## src/hw/rtl/edi_pkg.sv

```systemverilog
// Shared types and constants for the Euclidean distance / integer square root core.
// No dependencies; imported by the core and by its checker.
`default_nettype none

package edi_pkg;

    // Result field widths, fixed whatever the coordinate width
    localparam int SQ_W   = 31;                   // distance_squared
    localparam int ROOT_W = 16;                   // distance
    localparam int OUT_W  = ((SQ_W + ROOT_W + 7) / 8) * 8;
    localparam int PAD_W  = OUT_W - SQ_W - ROOT_W;

    // Root extractor: one radicand digit pair per step
    localparam int ROOT_STEPS = ROOT_W;
    localparam int RT_CNT_W   = $clog2(ROOT_STEPS);
    localparam int OP_W       = 2 * ROOT_W;       // radicand, padded to whole pairs
    localparam int REM_W      = ROOT_W + 1;       // partial remainder never exceeds 2*root
    localparam int TRY_W      = REM_W + 2;        // remainder with next pair appended

    typedef enum logic [2:0]
    {
        SQ_IDLE = 3'b001,
        SQ_RUN  = 3'b010,
        SQ_DONE = 3'b100
    } sq_state_t;

    typedef enum logic [2:0]
    {
        RT_IDLE = 3'b001,
        RT_RUN  = 3'b010,
        RT_DONE = 3'b100
    } rt_state_t;

endpackage

`default_nettype wire

```

## src/hw/rtl/euclidean_distance_isqrt_core.sv

```systemverilog
// Planar Euclidean distance core: bit-serial squarer feeding a digit-serial square root.
// Depends on edi_pkg.
`default_nettype none

// ---------------------------------------------------------------------------
// Usage
//   Slave stream (s_*): one beat carries both points. A beat is taken when
//   s_tvalid and s_tready are high at a rising edge of clk.
//   Master stream (m_*): one beat per input beat, carrying the squared
//   distance and its floor square root, same order as the inputs.
//
// Timing
//   The squarer retires one multiplier bit per cycle; the root extractor
//   resolves one result bit from two radicand bits per cycle. The two
//   units overlap on successive beats: the squarer can take a new beat
//   while the root extractor still works on the previous one.
//
// Reset and back-pressure
//   rst_n clears both units and the output register; a beat in flight is
//   dropped and none is invented. If m_tready is low, the finished result waits
//   in the output register; the root extractor holds its next result, the
//   squarer holds behind it, and s_tready drops once the squarer is full.
// ---------------------------------------------------------------------------
module euclidean_distance_isqrt_core
    import edi_pkg::*;
#(
    parameter int COORD_BITS = 15
)
(
    input  wire logic                  clk,
    input  wire logic                  rst_n,

    input  wire logic                  s_tvalid,
    output logic                       s_tready,
    // first_x, first_y, second_x, second_y (COORD_BITS each), zero pad to bytes
    input  wire logic [((4 * COORD_BITS + 7) / 8) * 8 - 1:0] s_tdata,

    output logic                       m_tvalid,
    input  wire logic                  m_tready,
    // distance_squared [30:0], distance [46:31], zero pad [47]
    output logic [OUT_W-1:0]           m_tdata
);

    localparam int CB     = COORD_BITS;
    localparam int SQ_CNT_W = $clog2(CB);

    // ---------------------------------------------------------------
    // Input unpack and absolute differences
    // ---------------------------------------------------------------
    logic [CB-1:0] ax, ay, bx, by;
    logic [CB-1:0] dx, dy;

    assign ax = s_tdata[CB-1:0];
    assign ay = s_tdata[2*CB-1:CB];
    assign bx = s_tdata[3*CB-1:2*CB];
    assign by = s_tdata[4*CB-1:3*CB];

    assign dx = (ax >= bx) ? (ax - bx) : (bx - ax);
    assign dy = (ay >= by) ? (ay - by) : (by - ay);

    // ---------------------------------------------------------------
    // Squarer: serial-parallel multiply of dx*dx and dy*dy in one pass.
    // Multiplier bits leave LSB first; the partial sum drops its low bit
    // into prod_lo each cycle, so the adder is only CB+2 bits wide.
    // ---------------------------------------------------------------
    sq_state_t     sq_state_reg, sq_state_next;
    logic [SQ_CNT_W-1:0] sq_cnt_reg, sq_cnt_next;

    logic [CB-1:0] mcand_x_reg, mcand_y_reg;
    logic [CB-1:0] mplier_x_reg, mplier_x_next;
    logic [CB-1:0] mplier_y_reg, mplier_y_next;
    logic [CB:0]   acc_hi_reg, acc_hi_next;
    logic [CB-1:0] prod_lo_reg, prod_lo_next;

    logic [CB-1:0] pp_x, pp_y;
    logic [CB+1:0] pp_sum;
    logic          s_fire;
    logic          handoff;

    assign s_tready = (sq_state_reg == SQ_IDLE);
    assign s_fire   = s_tvalid && s_tready;

    assign pp_x   = mplier_x_reg[0] ? mcand_x_reg : '0;
    assign pp_y   = mplier_y_reg[0] ? mcand_y_reg : '0;
    assign pp_sum = {1'b0, acc_hi_reg} + {2'b00, pp_x} + {2'b00, pp_y};

    // ---------------------------------------------------------------
    // Root extractor: restoring digit-by-digit square root, two radicand
    // bits shifted in per cycle from the top of op_reg.
    // ---------------------------------------------------------------
    rt_state_t     rt_state_reg, rt_state_next;
    logic [RT_CNT_W-1:0] rt_cnt_reg, rt_cnt_next;

    logic [OP_W-1:0]   op_reg, op_next;
    logic [REM_W-1:0]  rem_reg, rem_next;
    logic [ROOT_W-1:0] root_reg, root_next;
    logic [SQ_W-1:0]   rt_dsq_reg, rt_dsq_next;

    logic [SQ_W-1:0]   sq_result;
    logic [TRY_W-1:0]  rem_shift;
    logic [TRY_W-1:0]  trial;
    logic [TRY_W-1:0]  rem_diff;
    logic              take_bit;

    assign sq_result = SQ_W'({acc_hi_reg, prod_lo_reg});
    assign handoff   = (sq_state_reg == SQ_DONE) && (rt_state_reg == RT_IDLE);

    assign rem_shift = {rem_reg, op_reg[OP_W-1 -: 2]};
    assign trial     = TRY_W'({root_reg, 2'b01});
    assign take_bit  = (rem_shift >= trial);
    assign rem_diff  = rem_shift - trial;

    // ---------------------------------------------------------------
    // Output register
    // ---------------------------------------------------------------
    logic              out_valid_reg, out_valid_next;
    logic [SQ_W-1:0]   out_dsq_reg, out_dsq_next;
    logic [ROOT_W-1:0] out_root_reg, out_root_next;
    logic              out_load;

    assign out_load = (rt_state_reg == RT_DONE) && (!out_valid_reg || m_tready);

    assign m_tvalid = out_valid_reg;
    assign m_tdata  = {{PAD_W{1'b0}}, out_root_reg, out_dsq_reg};

    // ---------------------------------------------------------------
    // Next-state logic
    // ---------------------------------------------------------------
    always_comb
    begin
        sq_state_next = sq_state_reg;
        sq_cnt_next   = sq_cnt_reg;
        mplier_x_next = mplier_x_reg;
        mplier_y_next = mplier_y_reg;
        acc_hi_next   = acc_hi_reg;
        prod_lo_next  = prod_lo_reg;

        unique case (sq_state_reg)
            SQ_IDLE:
            begin
                if (s_fire)
                begin
                    sq_state_next = SQ_RUN;
                    sq_cnt_next   = '0;
                    mplier_x_next = dx;
                    mplier_y_next = dy;
                    acc_hi_next   = '0;
                    prod_lo_next  = '0;
                end
            end
            SQ_RUN:
            begin
                acc_hi_next   = pp_sum[CB+1:1];
                prod_lo_next  = {pp_sum[0], prod_lo_reg[CB-1:1]};
                mplier_x_next = mplier_x_reg >> 1;
                mplier_y_next = mplier_y_reg >> 1;
                sq_cnt_next   = sq_cnt_reg + 1'b1;
                if (sq_cnt_reg == SQ_CNT_W'(CB - 1))
                begin
                    sq_state_next = SQ_DONE;
                end
            end
            SQ_DONE:
            begin
                if (handoff)
                begin
                    sq_state_next = SQ_IDLE;
                end
            end
            default:
            begin
                sq_state_next = SQ_IDLE;
            end
        endcase
    end

    always_comb
    begin
        rt_state_next = rt_state_reg;
        rt_cnt_next   = rt_cnt_reg;
        op_next       = op_reg;
        rem_next      = rem_reg;
        root_next     = root_reg;
        rt_dsq_next   = rt_dsq_reg;

        unique case (rt_state_reg)
            RT_IDLE:
            begin
                if (handoff)
                begin
                    rt_state_next = RT_RUN;
                    rt_cnt_next   = '0;
                    op_next       = OP_W'(sq_result);
                    rem_next      = '0;
                    root_next     = '0;
                    rt_dsq_next   = sq_result;
                end
            end
            RT_RUN:
            begin
                op_next     = op_reg << 2;
                rt_cnt_next = rt_cnt_reg + 1'b1;
                if (take_bit)
                begin
                    rem_next  = rem_diff[REM_W-1:0];
                    root_next = {root_reg[ROOT_W-2:0], 1'b1};
                end
                else
                begin
                    rem_next  = rem_shift[REM_W-1:0];
                    root_next = {root_reg[ROOT_W-2:0], 1'b0};
                end
                if (rt_cnt_reg == RT_CNT_W'(ROOT_STEPS - 1))
                begin
                    rt_state_next = RT_DONE;
                end
            end
            RT_DONE:
            begin
                if (out_load)
                begin
                    rt_state_next = RT_IDLE;
                end
            end
            default:
            begin
                rt_state_next = RT_IDLE;
            end
        endcase
    end

    always_comb
    begin
        out_valid_next = out_valid_reg;
        out_dsq_next   = out_dsq_reg;
        out_root_next  = out_root_reg;

        priority if (out_load)
        begin
            out_valid_next = 1'b1;
            out_dsq_next   = rt_dsq_reg;
            out_root_next  = root_reg;
        end
        else if (m_tready)
        begin
            out_valid_next = 1'b0;
        end
    end

    // ---------------------------------------------------------------
    // Registers: control with reset, payload without
    // ---------------------------------------------------------------
    always_ff @(posedge clk or negedge rst_n)
    begin
        if (!rst_n)
        begin
            sq_state_reg  <= SQ_IDLE;
            sq_cnt_reg    <= '0;
            rt_state_reg  <= RT_IDLE;
            rt_cnt_reg    <= '0;
            out_valid_reg <= 1'b0;
        end
        else
        begin
            sq_state_reg  <= sq_state_next;
            sq_cnt_reg    <= sq_cnt_next;
            rt_state_reg  <= rt_state_next;
            rt_cnt_reg    <= rt_cnt_next;
            out_valid_reg <= out_valid_next;
        end
    end

    always_ff @(posedge clk)
    begin
        if (s_fire)
        begin
            mcand_x_reg <= dx;
            mcand_y_reg <= dy;
        end
        mplier_x_reg <= mplier_x_next;
        mplier_y_reg <= mplier_y_next;
        acc_hi_reg   <= acc_hi_next;
        prod_lo_reg  <= prod_lo_next;
        op_reg       <= op_next;
        rem_reg      <= rem_next;
        root_reg     <= root_next;
        rt_dsq_reg   <= rt_dsq_next;
        out_dsq_reg  <= out_dsq_next;
        out_root_reg <= out_root_next;
    end

endmodule

`default_nettype wire

```

## config.mk

```make
export PLATFORM = sky130hd
export DESIGN_NAME = euclidean_distance_isqrt_core
export DESIGN_NICKNAME = d
export VERILOG_FILES = /design/src/hw/rtl/edi_pkg.sv /design/src/hw/rtl/euclidean_distance_isqrt_core.sv
export SDC_FILE = /design/constraint.sdc
export NUM_CORES = 1
export LEC_CHECK = 0
export ABC_CLOCK_PERIOD_IN_PS = 5450
export BUFFER_PORTS_ARGS = -buffer_cell sky130_fd_sc_hd__buf_2
export CAP_MARGIN = 25
export CELL_PAD_IN_SITES_DETAIL_PLACEMENT = 0
export CELL_PAD_IN_SITES_GLOBAL_PLACEMENT = 2
export CORE_ASPECT_RATIO = 1.5
export CORE_MARGIN = 2
export CORE_UTILIZATION = 37
export CTS_CLUSTER_SIZE = 40
export DETAILED_ROUTE_END_ITERATION = 12
export PLACE_DENSITY_LB_ADDON = 0.1
export SLEW_MARGIN = 40
export SYNTH_ARGS = -nofsm -noshare
export SYNTH_HDL_FRONTEND = slang
export SYNTH_SLANG_ARGS = --single-unit
```

## constraint.sdc

```tcl
create_clock -name clk -period 5.45 [get_ports clk]
set_clock_uncertainty 0.1 [all_clocks]
set_input_delay 0 -clock clk [delete_from_list [all_inputs] [get_ports clk]]
set_output_delay 0 -clock clk [all_outputs]
set_load 0.02 [all_outputs]
```

# Word-level counts from Yosys, hierarchy flattened
# Cells that the tools add are included.
# W data, S select, Z words.
[totals]
elab_cells = 90
in_bits = 68
out_inout_bits = 50
register_bits = 249
[op_classes]
order_cmp = 3
n_reduce_logical = 13
mux = 34
add_sub_neg = 9
eq_ne = 14
[op_table]
columns = ["operator", "count"]
rows = [
  ["$mux W15", 7],
  ["$pmux W15 S2", 3],
  ["$pmux W16 S2", 2],
  ["$pmux W32 S2", 1],
  ["$sub A15 B15 Y15", 4],
  ["$mux W17", 2],
  ["$pmux W17 S2", 1],
  ["$mux W16", 2],
  ["$mux W32", 1],
  ["$ge A15 B15 Y1", 2],
  ["$ge A19 B18 Y1", 1],
  ["$mux W3", 6],
  ["$pmux W3 S3", 2],
  ["$add A16 B15 Y17", 1],
  ["$add A17 B15 Y17", 1],
  ["$sub A17 B17 Y17", 1],
  ["$pmux W4 S2", 2],
  ["$ne A2 B2 Y1 const B", 5],
  ["$add A4 B1 Y4 const B", 2],
  ["$eq A4 B4 Y1 const B", 2],
  ["$mux W4", 2],
  ["$eq A3 B1 Y1 const B", 2],
  ["$eq A3 B2 Y1 const B", 2],
  ["$eq A3 B3 Y1 const B", 2],
  ["8 further kinds", 17],
]

# Logic depth before layout (Yosys ltp)
[logic_depth]
ltp_word = 5
ltp_mapped = 14
ltp_nobuf = 13

# Worst setup path after synthesis
# OpenSTA, ideal clock, no wires.
[synth_timing]
kind = "reg-to-reg"
from = "register rt_state_reg[0]"
to = "register rt_cnt_reg[2]"
setup_ps = 127
t_arrival_ps = 4957
synth_period_minus_slack_ps = 5184
stages_incl_launch_ff = 7
slack_ps = 266
n_path_buf = 0
required_ps = 5223
path_cell_list = "dfstp_2 > nor3b_1 > nor3b_1 > or2_2 > o21ai_0 > nand2_1 > o21ai_0"
[synth_via]
elab_chain_cells = 4
word_cells_on_any_way = 7
cone_classes = "3 x eq/ne; 1 x mux; 3 x reduce/logical"
[synth_rtl]
columns = ["item", "line", "text"]
rows = [
  ["start: declaration", "euclidean_distance_isqrt_core.sv:91", "rt_state_t rt_state_reg, rt_state_next;"],
  ["start signal: assignment", "euclidean_distance_isqrt_core.sv:267", "rt_state_reg <= rt_state_next;"],
  ["$eq A3 B1 Y1", "euclidean_distance_isqrt_core.sv:106, euclidean_distance_isqrt_core.sv:186", ""],
  ["$logic_and A1 B1 Y1", "euclidean_distance_isqrt_core.sv:106", "assign handoff = (sq_state_reg == SQ_DONE) && (rt_state_reg == RT_IDLE);"],
  ["$ne A2 B2 Y1 (no line)", "n/a", ""],
  ["$reduce_and A2 Y1 (no line)", "n/a", ""],
  ["end signal: assignment", "euclidean_distance_isqrt_core.sv:268", "rt_cnt_reg <= rt_cnt_next;"],
  ["end: declaration", "euclidean_distance_isqrt_core.sv:92", "logic [RT_CNT_W-1:0] rt_cnt_reg, rt_cnt_next;"],
]
# Parallel ways exist; a longest one is shown, timed or not.
# A chain may end at the register's enable or synchronous reset.

# Final worst setup path
[layout_timing]
from = "register mplier_x_reg[0]"
to = "register acc_hi_reg[14], data pin"
[layout_via]
elab_chain_cells = 4
[layout_rtl]
columns = ["item", "line", "text"]
rows = [
  ["start: declaration", "euclidean_distance_isqrt_core.sv:70", "logic [CB-1:0] mplier_x_reg, mplier_x_next;"],
  ["start signal: assignment", "euclidean_distance_isqrt_core.sv:280", "mplier_x_reg <= mplier_x_next;"],
  ["$mux W15", "euclidean_distance_isqrt_core.sv:83", "assign pp_x = mplier_x_reg[0] ? mcand_x_reg : '0;"],
  ["$add A16 B15 Y17", "euclidean_distance_isqrt_core.sv:85", "assign pp_sum = {1'b0, acc_hi_reg} + {2'b00, pp_x} + {2'b00, pp_y};"],
  ["$add A17 B15 Y17", "euclidean_distance_isqrt_core.sv:85", ""],
  ["$pmux W16 S2", "euclidean_distance_isqrt_core.sv:138", "unique case (sq_state_reg)"],
  ["end signal: assignment", "euclidean_distance_isqrt_core.sv:282", "acc_hi_reg <= acc_hi_next;"],
  ["end: declaration", "euclidean_distance_isqrt_core.sv:72", "logic [CB:0] acc_hi_reg, acc_hi_next;"],
]
# Every way passes these cells.

==> results.ini <==
[outcome]
status=finished, final reports clean

[placed_design]
gp_congestion=0.808
portBuffers=112
dp_hpwl_mm=22.0
place_inst=1809

[worst_setup_path]
reg2reg_slack_ns=1.61
start_kind=flop
worstPathMaxFanout=15
critPathMaxStageDelay_ns=0.56
crit_type=reg -> reg
cp_data_arrival_time_ns=3.99
crit_chain=and2_1 > fa_1 > ha_1 > fa_1 > a21o_1 > a21o_1 > a21oi_1 > o21ai_0 > a32oi_1 > o21ai_0 > xnor2_1 > nor2_1
end_kind=flop
cp.required_ns=5.60
cpMaxStageDelayCell=edfxtp_1

[synthesis]
ys_ff_latch=249
synthXorXnorAreaFrac_pct=3.20
ys_async_sr_fraction_pct=6.02
synth-compound-area-share_pct=10.9
synth.avg_cell_area_um2=11.2
yosysTopAreaCell=edfxtp_1
netlist_top_cells_area=edfxtp_1, ha_1, nand2_1
syn_nets=1426
synth_cell_types=67
yosysWarningCount=0
synth_common_cells=edfxtp_1, nand2_1, inv_1
synth_top_area_share_pct=50.4
synth.most_common_cell=edfxtp_1
synth_fa_ha_area_share_pct=11.3
synthCells=1244
synth_top_family_by_area=simple AND/OR/NAND/NOR gates
synth_ff_type=edfxtp_1
synth_simple_gate_area_share_pct=13.0
ys_seq_area_share_pct=53.1
synth_mux_area_share_pct=3.91
synth-edff-count=234
netlist_area_mm2=0.0139

[timing]
relSlewSlack_pct=47.8
max_clock_freq_mhz=260
tightest_slew_ns=0.773
rsz0062_at_grt=false
setup_viol=0
timing.final.crit_share_pct=70.5
holdWs_ns=0.00560
drv_slew=0
finalSetupTns_ns=0
finalHoldViolCount=0
layout_min_cycle_time_ns=3.84

[grt]
grt_pass1_vias=9318
grt_first_pass_wirelength_mm=47.6
grt_use_total_pct=15.0
overflow=0
grt_max_degree=54
antenna_found_initial=0

[power]
power_density_mw_per_mm2=403
peakVddDrop_uv=199
p_leak_uw=0.00669

[routing]
via_per_inst=4.90
detail_route.first_pass.iterations=4
dr_total_vias=9162
antenna_left=0
wl_per_cell_um=15.8
drc=0
routed_wl_mm=29.5
drtIter0Drc=405

[min_path]
hold_class=in -> reg

[floorplan]
die-height_um=242
pin_count=118
start_util_pct=37.3
num_rows=87
die_x_um=162
core_mm2=0.0373
die-area_mm2=0.0393

[cts]
cts_tree=yes
cts_setup_buffers=0
cts-root-buf=clkbuf_16
cts_buffers=23
path_clk_slew_ns=0.07
htree_levels=1
clk_path_buf_depth=3
cts_sinks=249
clkLatencyLatePin_ns=0.53

[cells_and_area]
final_cell_count_no_fill=1868
nets=1544
areaGrowthSynthToFinish_pct=14.7
diodes=0
largest_reg_flops=32
layout-drive-gt1-share_pct=14.5

[job]
drv_cap=0

[cells by family after synthesis]
kind of cell / Yosys count
multiplexers: 52
buffers and inverters: 154
XOR/XNOR: 51
AND/OR/NAND/NOR: 388
AO/OA/AOI/OAI: 235
other: 1
adder cells (fa/ha/maj): 114
flip-flops: 249
[per-layer routing]
| metal | wire length (µm) | vias up | part of all wire, % | global-route usage (%) |
|---|---|---|---|---|
| li1 | - | 4604 | - | - |
| met1 | 11600 | 4400 | 39 | 16.4 |
| met2 | 16400 | 123 | 56 | 29.6 |
| met3 | 764 | 35 | 2.6 | 1.39 |
| met4 | 759 | 0 | 2.6 | 5.02 |
| met5 | 0 | - | 0 | 0 |
[per-stage QoR]
stage | util [%] | power, µW | cell area (µm²) | setup WS [ns]
after global placement | 40.1 | 4710 | 15000 | 1.57
after detailed placement | 40.2 | 4730 | 15000 | 1.55
after CTS | 42.8 | 6540 | 16000 | 1.52
after floorplan | - | 4220 | 13900 | 0.266
after global routing | 42.8 | 6870 | 16000 | 1.37
final | 42.8 | 6440 | 16000 | 1.61
[path summary, 6_finish.rpt]
check | to | startpoint | depth (start not counted)
setup / recovery | acc_hi_reg[14]$_SDFFCE_PN0P_ | mplier_x_reg[0]$_DFFE_PP_ | 12
hold reg to reg | out_dsq_reg[12]$_DFFE_PP_ | rt_dsq_reg[12]$_DFFE_PP_ | 0
hold / removal | mcand_y_reg[5]$_DFFE_PP_ | s_tdata[50] | 3
setup reg to reg | acc_hi_reg[14]$_SDFFCE_PN0P_ | mplier_x_reg[0]$_DFFE_PP_ | 12
max in group asynchronous | sq_cnt_reg[2]$_DFFE_PN0P_ | rst_n | 4
min in group asynchronous | rt_state_reg[0]$_DFFE_PN1P_ | rst_n | 3
[cell type report]
cell class / instances / area (µm²)
Clock buffer: 28 / 604
Clock inverter: 14 / 224
Fill cell: 3632 / 21300
Inverter: 108 / 405
Multi-Input combinational cell: 841 / 5940
Sequential cell: 249 / 7400
Tap cell: 489 / 612
Timing Repair Buffer: 139 / 806
[where the power goes]
group | leakage (µW) | total, µW | internal [µW] | switching, µW
sequential | 0.00235 | 2720 | 2550 | 168
combinational | 0.00394 | 1950 | 818 | 1130
clock | 0.000405 | 1770 | 1080 | 695
[cell usage in the layout (no fill, tap or decap), drive strengths merged, types with 4 or more instances in the layout]
master / n
a211oi: 11
a21o: 35
a21oi: 65
a31oi: 7
and2: 50
and3: 6
buf: 122
bufinv: 6
clkbuf: 28
clkinv: 7
dfrtp: 13
dlygate4sd3: 17
edfxtp: 234
fa: 20
ha: 94
inv: 109
mux2: 20
mux2i: 32
nand2: 136
nand2b: 11
nand3: 18
nand4: 12
nor2: 101
nor2b: 16
nor3: 14
o211ai: 5
o21a: 10
o21ai: 51
o21bai: 10
o22ai: 4
o31a: 6
o31ai: 7
or2: 7
or3: 6
xnor2: 31
xor2: 20
[critical path: cells and delay by family, from the launching register on]
| kind | cells | cell delay [ns] |
|---|---|---|
| fa+ha+maj | 3 | 1.09 |
| simple gates | 2 | 0.28 |
| flops | 1 | 0.56 |
| compound gates | 6 | 1.35 |
| xor+xnor | 1 | 0.17 |
[timing repair]
| action | CTS | global route |
|---|---|---|
| hold buffers | 17 | 0 |
| gates resized for setup | 0 | 0 |
| endpoints found under the hold margin | 33 | 0 |
(Power assumes the default switching activity.)
